<file path="config.mk">
export PLATFORM = sky130hd
export DESIGN_NAME = sdct_frame
export DESIGN_NICKNAME = d
export VERILOG_FILES = /design/src/hw/rtl/assert_macros.svh /design/src/hw/rtl/sdct_pkg.sv /design/src/hw/rtl/sdct_frame.sv
export SDC_FILE = /design/constraint.sdc
export NUM_CORES = 1
export LEC_CHECK = 0
export BUFFER_PORTS_ARGS = -buffer_cell sky130_fd_sc_hd__buf_2
export CAP_MARGIN = 20
export CORE_ASPECT_RATIO = 1.2
export CORE_MARGIN = 2
export CORE_UTILIZATION = 44
export DETAILED_ROUTE_END_ITERATION = 16
export GPL_ROUTABILITY_DRIVEN = 0
export PLACE_DENSITY = 0.73
export SKIP_LAST_GASP = 1
export SLEW_MARGIN = 5
export SYNTH_ARGS = -nofsm -noshare
export SYNTH_HDL_FRONTEND = slang
export SYNTH_SLANG_ARGS = --single-unit
</file>
<file path="constraint.sdc">
create_clock -name clk -period 2.75 [get_ports clk]
set_clock_uncertainty 0.05 [all_clocks]
set_input_delay 0.275 -clock clk [delete_from_list [all_inputs] [get_ports clk]]
set_output_delay 0.275 -clock clk [all_outputs]
set_load 0.005 [all_outputs]
</file>
<file path="src/hw/rtl/assert_macros.svh">
// Assertion macros used by the top-level RTL file of the change trigger.
`ifndef ASSERT_MACROS_SVH
`define ASSERT_MACROS_SVH

// Clocked implication check, muted while reset is held.
`define SDCT_ASSERT_IMP(label, clk, rst_n, lhs, rhs, msg) \
  label: assert property (@(posedge clk) disable iff (!rst_n) (lhs) |-> (rhs)) \
    else $error(msg);

// Clocked next-cycle implication check, muted while reset is held.
`define SDCT_ASSERT_NXT(label, clk, rst_n, lhs, rhs, msg) \
  label: assert property (@(posedge clk) disable iff (!rst_n) (lhs) |=> (rhs)) \
    else $error(msg);

`endif

</file>
<file path="src/hw/rtl/sdct_pkg.sv">
// Package of the change trigger: widths, codes, defaults and stage structs.
`timescale 1ns / 1ps

package sdct_pkg;

  // Fixed field widths
  localparam int OP_W      = 2;
  localparam int CH_W      = 6;
  localparam int DATA_W    = 32;
  localparam int GAIN_W    = 32;
  localparam int TOL_W     = 31;
  localparam int CFG_IDX_W = 1;

  // Parameter defaults
  localparam int DEF_CHANNELS    = 64;
  localparam int DEF_SAMPLE_BITS = 32;

  // Register reset values and the prepulse store time
  localparam logic [GAIN_W-1:0] GAIN_RST       = 32'd4295;
  localparam logic [TOL_W-1:0]  TOL_RST        = 31'd0;
  localparam logic [DATA_W-1:0] STORE_TIME_RST = 32'hFFFF_FFFF;
  localparam logic [DATA_W-1:0] PREPULSE_TIME  = 32'd0;

  // Frame operations
  typedef enum logic [OP_W-1:0] {
    OP_ONLINE    = 2'd0,
    OP_PREPULSE  = 2'd1,
    OP_POSTPULSE = 2'd2,
    OP_OTHER     = 2'd3
  } sdct_op_t;

  // Configuration register indexes
  typedef enum logic [CFG_IDX_W-1:0] {
    CFG_GAIN = 1'b0,
    CFG_TOL  = 1'b1
  } sdct_cfg_t;

  // Online acquisition phase
  typedef enum logic [2:0] {
    PH_WARMUP = 3'b001,
    PH_FIRST  = 3'b010,
    PH_STEADY = 3'b100
  } sdct_phase_t;

  // Accepted input item
  typedef struct packed {
    sdct_op_t            op;
    logic [CH_W-1:0]     channel;
    logic [DATA_W-1:0]   sample;
    logic [DATA_W-1:0]   stime;
    logic                last;
  } sdct_item_t;

  // Fields carried along the pipeline unchanged
  typedef struct packed {
    sdct_op_t            op;
    logic [CH_W-1:0]     channel;
    logic [DATA_W-1:0]   stime;
    logic                last;
  } sdct_tag_t;

  // Datapath to frame controller
  typedef struct packed {
    sdct_tag_t           tag;
    logic [DATA_W-1:0]   prev;
    logic                trig;
  } sdct_cmp_t;

  // Result item
  typedef struct packed {
    logic [CH_W-1:0]     channel;
    logic [DATA_W-1:0]   prev;
    logic                frame_done;
    logic                store_request;
    logic                store_flag;
    logic [DATA_W-1:0]   store_time;
  } sdct_res_t;

endpackage

</file>
<file path="src/hw/rtl/sdct_frame.sv">
// Frame controller: trigger latch, acquisition phase, store decision and result register.
`timescale 1ns / 1ps

module sdct_frame import sdct_pkg::*; (
  input  logic      clk,
  input  logic      rst_n,
  input  logic      cmp_valid,
  output logic      cmp_ready,
  input  sdct_cmp_t cmp_item,
  output logic      out_valid,
  input  logic      out_ready,
  output sdct_res_t out_res
);

  logic              take;
  logic              tp_eff;
  logic              trig_pend_r, trig_pend_nxt;
  sdct_phase_t       phase_r, phase_nxt;
  logic [DATA_W-1:0] last_time_r, last_time_nxt;
  logic              out_v_r;
  sdct_res_t         out_res_r, res_nxt;

  assign cmp_ready = !out_v_r || out_ready;
  assign take      = cmp_valid && cmp_ready;
  assign out_valid = out_v_r;
  assign out_res   = out_res_r;

  // Phase rules on the frame's last item
  always_comb begin
    tp_eff        = trig_pend_r || cmp_item.trig;
    trig_pend_nxt = tp_eff;
    phase_nxt     = phase_r;
    last_time_nxt = last_time_r;
    res_nxt       = '{channel: cmp_item.tag.channel, prev: cmp_item.prev,
                      frame_done: cmp_item.tag.last, store_request: 1'b0,
                      store_flag: 1'b0, store_time: '0};
    if (cmp_item.tag.last) begin
      case (cmp_item.tag.op)
        OP_ONLINE: begin
          case (phase_r)
            PH_WARMUP: begin
              phase_nxt = PH_FIRST;
            end
            PH_FIRST: begin
              res_nxt.store_request = 1'b1;
              res_nxt.store_flag    = 1'b1;
              res_nxt.store_time    = last_time_r;
              phase_nxt             = PH_STEADY;
            end
            default: begin
              res_nxt.store_request = 1'b1;
              res_nxt.store_flag    = tp_eff;
              res_nxt.store_time    = last_time_r;
            end
          endcase
          last_time_nxt = cmp_item.tag.stime;
          trig_pend_nxt = 1'b0;
        end
        OP_PREPULSE: begin
          trig_pend_nxt = 1'b1;
          last_time_nxt = PREPULSE_TIME;
          phase_nxt     = PH_WARMUP;
        end
        OP_POSTPULSE: begin
          res_nxt.store_request = 1'b1;
          res_nxt.store_flag    = 1'b1;
          res_nxt.store_time    = cmp_item.tag.stime;
          trig_pend_nxt         = 1'b0;
        end
        default: begin
          trig_pend_nxt = 1'b0;
        end
      endcase
    end
  end

  // Frame state, updated on each transfer from the datapath
  always_ff @(posedge clk) begin
    if (!rst_n) begin
      trig_pend_r <= 1'b0;
      phase_r     <= PH_WARMUP;
      last_time_r <= STORE_TIME_RST;
      out_v_r     <= 1'b0;
    end else begin
      if (take) begin
        trig_pend_r <= trig_pend_nxt;
        phase_r     <= phase_nxt;
        last_time_r <= last_time_nxt;
      end
      if (cmp_ready) begin
        out_v_r <= cmp_valid;
      end
    end
  end

  // Result register
  always_ff @(posedge clk) begin
    if (take) begin
      out_res_r <= res_nxt;
    end
  end

endmodule

</file>
# Word level (Yosys, flattened, before mapping)
# Cells that the tools add are included.
# W data, S select, Z words.
word_totals:
  register_bits: 110
  in_bits: 78
  word_cells: 30
  out_inout_bits: 75
op_classes:
  reduce_logical: 8
  muxes: 7
  eq_ne: 5
ops:
  columns: ["cell", "count"]
  rows:
  - ["$pmux W34 S2", 2]
  - ["$pmux W32 S2", 1]
  - ["$pmux W3 S2", 2]
  - ["$reduce_and A4 Y1", 1]
  - ["$eq A3 B1 Y1 const B", 1]
  - ["$eq A3 B2 Y1 const B", 1]
  - ["$ne A3 B3 Y1 const B", 1]
  - ["$reduce_and A3 Y1", 1]
  - ["$eq A2 B1 Y1 const B", 1]
  - ["$eq A2 B2 Y1 const B", 1]
  - ["$logic_not A2 Y1", 1]
  - ["$logic_or A1 B1 Y1", 2]
  - ["$mux W1", 2]
  - ["$reduce_bool A2 Y1", 1]
  - ["$logic_and A1 B1 Y1", 1]
  - ["$logic_not A1 Y1", 1]

# Longest topological paths before layout
logic_depth:
  depth_word: 4
  mapped_depth: 5
  ltp_nobuf: 4

# Worst setup path after synthesis
# No wires, ideal clock.
synth_timing:
  kind: "reg-to-reg"
  startpoint: "register out_v_r, in the netlist out_valid"
  endpoint: "register trig_pend_r"
  t_required_ns: 2.471
  path_slack_ns: -0.041
  n_path_buf: 0
  setup_time_ns: 0.229
  arrival_time_ns: 2.513
  period_less_slack_ns: 2.791
  stages_incl_launch_ff: 5
  path_cell_list: "dfxtp_1 nor2b_4 inv_1 and2_1 a311oi_1"
synth_between:
  elab_chain_len: 3
synth_rtl:
  columns: ["element", "line", "text"]
  rows:
  - ["start, declared", "sdct_frame.sv:20", "logic out_v_r;"]
  - ["start signal, assigned", "sdct_frame.sv:91", "out_v_r <= cmp_valid;"]
  - ["$logic_not A1 Y1", "sdct_frame.sv:23", "assign cmp_ready = !out_v_r || out_ready;"]
  - ["$logic_or A1 B1 Y1", "sdct_frame.sv:23", null]
  - ["net cmp_ready", "sdct_frame.sv:8", "output logic cmp_ready,"]
  - ["$logic_and A1 B1 Y1", "sdct_frame.sv:24", "assign take = cmp_valid && cmp_ready;"]
  - ["net take", "sdct_frame.sv:15", "logic take;"]
  - ["end signal, assigned", "sdct_frame.sv:86", "trig_pend_r <= trig_pend_nxt;"]
  - ["end, declared", "sdct_frame.sv:17", "logic trig_pend_r, trig_pend_nxt;"]
# The timed path passes the listed nets, and every way through them passes these cells.
# A chain may end at the register's enable or synchronous reset.

# Worst setup path in the final report
layout_timing:
  startpoint: "register phase_r[0]"
  endpoint: "register out_res_r, in the netlist out_res[8], data pin"
layout_between:
  elab_chain_len: 3
  word_cells_on_any_way: 4
  classes_between: "2 x eq/ne; 2 x mux"
layout_rtl:
  columns: ["element", "line", "text"]
  rows:
  - ["start, declared", "sdct_frame.sv:18", "sdct_phase_t phase_r, phase_nxt;"]
  - ["start signal, assigned", "sdct_frame.sv:87", "phase_r <= phase_nxt;"]
  - ["$eq A3 B2 Y1 or $eq A3 B1 Y1 (tied branches)", "sdct_frame.sv:40", "case (phase_r)"]
  - ["$pmux W34 S2 *", "sdct_frame.sv:40", null]
  - ["$pmux W34 S2 *", "sdct_frame.sv:38", "case (cmp_item.tag.op)"]
  - ["end signal, assigned", "sdct_frame.sv:99", "out_res_r <= res_nxt;"]
  - ["end, declared", "sdct_frame.sv:21", "sdct_res_t out_res_r, res_nxt;"]
# Mark *: on every way between the ends. The rest lies on a longest branch, timed or not.

==> impl_results.md <==
- Skew-Pair Late Insertion Delay: ~370 ps
- Post-route setup slack: just under 800 ps
- Netlist Area Pre-Place: approximately 4100 um^2
- FF-to-FF End: out_res[8]
- TritonCTS Sinks: between 100 and 150
- Drt via density: roughly 5.4
- Site Rows: 38
- Postcts setup bufs: 0
- Pwr Total: approximately 3.3 mW
- Power per cell area: around 630 nW/um^2
- Final Hold Fails: 0
- Clock slew seen by the registers of the worst setup and hold paths: ~100 ps
- Crit path max fanout: 20
- Lkg Pwr: around 2 nW
- Area Overhead vs Synth: 27.39%
- Max cap viols: 0
- Seq cells post-synth: 110
- Post-Route WL: roughly 9.7 mm
- Core area: 9034 um^2
- Setup WS pre-CTS: around 650 ps
- HP Start: cmp_item[26]
- Resized Gates After CTS: 0
- Number of remaining DRC errors: 0
- RR Startpoint: phase_r[0]
- Ys flop type: edfxtp_1
- Status: finished clean
- First-pass GRT wire length: 14.68 mm
- Initial antenna violation count: 0
- Layout Utilization: 57.71%
- Slew HR: approximately 58%
- Critical path class: flip-flop to flip-flop
- Slew Limit Fails: 0
- CP required: between 2000 and 3000 ps
- 1st-pass router iterations: 4
- DR iter-0 viols: approximately 200
- Post-detail-place hpwl: 6.967 mm
- GRT Total Usage: 19.32%
- Vias in the first global route: around 2.8k
- Crit end category: flip-flop
- Root Buffer: clkbuf_8
- Peak VDD IR: between 0.2 and 0.3 mV
- Synth unique cells: 33
- Pin count of the biggest net entering global routing: 35
- WHS Path Cells: 1
- Die height: between 100 and 150 um
- Tmin final: 1973 ps
- Flop2flop setup slack: 780 ps
- Tcrit/Tclk final: 71.74%
- Die area: roughly 10000 um^2
- RSZ-0062 raised after global routing: false
- Syn_nets: roughly 350
- Worst hold path class: input pin to flip-flop
- Critical Path Source Type: flip-flop
- DR WL/cell: around 18 um
- Ys async rst share: 0%
- Vias: just under 3k
- Least-Margin Pin Slew: 631.0 ps
- Share of cells above drive strength 1: between 40% and 50%
- Setup violators final: 0
- Final non-filler cell total: 541
- Post-synth EDFFs: between 70 and 80
- Post-route ant nets: 0
- Syn Area/Cell: between 15 and 20 um^2
- Ant diodes: 0
- Quantity of I/O buffers inserted on ports: roughly 150
- # IOs: 153
- Worst Reg2Reg Path Length in Cells: 4
- Synth Warn #: 0
- H-tree depth: 3
- TritonCTS Buffers: 9
- Gate count after technology mapping: 267
- Seq/Total Area, Yosys: between 70 and 80%
- Fmax: about 0.5 GHz
- Hold path endpoint: out_res[60]
- Critical Path AT: between 2000 and 2500 ps
- Bufs on Longest Clock Path: 2
- Placed insts: between 500 and 600
- Starting Density: 45.30%
- CTS tree: built
- Nets@finish: about 500
- Die width: around 90 um
- Filler Cells Inserted: 729
- TNS Setup: 0 ps
- GR Overflow Total: 0
-- logic make-up after synthesis --
kind of cell	after synthesis	synth area share (%)
AO/OA/AOI/OAI	75	17.37
buffers and inverters	29	3.271
AND/OR/NAND/NOR	53	7.704
flip-flops	110	71.66
-- stage by stage --
step | cell area, um^2 | hold slack [ps]
after global placement | 4965 | 401.7
after CTS | 5189 | 10.06
after floorplan | 4094 | 303.6
final | 5214 | 28.80
after detailed placement | 4965 | 403.7
after global routing | 5214 | 1.925
-- worst max-delay path, cell delays in order, from the launching register on --
cell and delay [ps]:
dfxtp_1 410, or3b_1 640, buf_4 330, a32oi_1 230, nor2b_1 70
-- synthesized netlist by cell type (2+ instances only) --
master / instances / area share, %
a221o_1: 32 / 7.8
a32oi_1: 32 / 6.8
buf_1: 4 / 0.37
buf_2: 2 / 0.24
buf_6: 3 / 0.83
clkbuf_1: 15 / 1.4
dfxtp_1: 37 / 18
edfxtp_1: 73 / 54
inv_1: 4 / 0.37
nand2_1: 2 / 0.18
nand2b_1: 3 / 0.46
nor2_1: 11 / 1.0
nor2b_1: 28 / 4.3
or2_2: 2 / 0.31
-- flip-flops by register name, summed over array words and instances, names as in the netlist --
signal,cells
last_time_r,32
out_res,73
phase_r,3
trig_pend_r,1
out_valid,1
-- cell type report --
class,count,area [um^2],area share [%]
Clock buffer,11,141.4,2.712
Clock inverter,5,82.58,1.584
Inverter,5,18.77,0.3600
Multi-Input combinational cell,128,1042,19.99
Sequential cell,110,2933,56.25
Tap cell,120,150.1,2.880
Timing Repair Buffer,162,845.8,16.22
-- placed cells by master, fill, tap and decap left out, types with 2 or more instances in the layout --
cell type  synthesis  final
nor2_1            11     10
inv_1              4      4
buf_2              2    152
clkbuf_8           0     10
clkinv_4           0      2
nand2_1            2      2
buf_4              0      8
nor2b_1           28     27
bufinv_16          0      2
a32oi_1           32     32
nand2b_1           3      3
a221o_1           32     32
or2_2              2      2
edfxtp_1          73     73
dfxtp_1           37     37
-- layer usage --
layer  GRT usage, %  part of all wire, %  vias up
met1          23.73                   42     1415
met3          6.306                  7.3       13
li1               -                    -     1377
met4          6.716                  1.6        0
met5              0                    0        -
met2          32.35                   50      125
-- how the worst max path moves through the flow --
stage	slack, ps	depth (start not counted)	start	end
4_1_cts	740	3	out_valid	last_time_r[28]
3_5_place_dp	650	3	cmp_item[73]	last_time_r[28]
2_1_floorplan	780	3	out_valid	out_res[0]
5_1_grt	620	4	phase_r[0]	out_res[14]
6_report	780	4	phase_r[0]	out_res[8]
3_3_place_gp	740	3	cmp_item[73]	last_time_r[31]
-- power breakdown --
part | internal (mW) | switching [mW]
sequential | 1.86 | 0.0324
clock | 0.540 | 0.514
combinational | 0.145 | 0.177
-- timing repair --
item | 4_1_cts | 5_1_grt
hold endpoints to repair | 0 | 1
hold buffers | 0 | 1
setup endpoints to repair | 0 | 0
No activity file was read; power rests on OpenSTA's default activity.
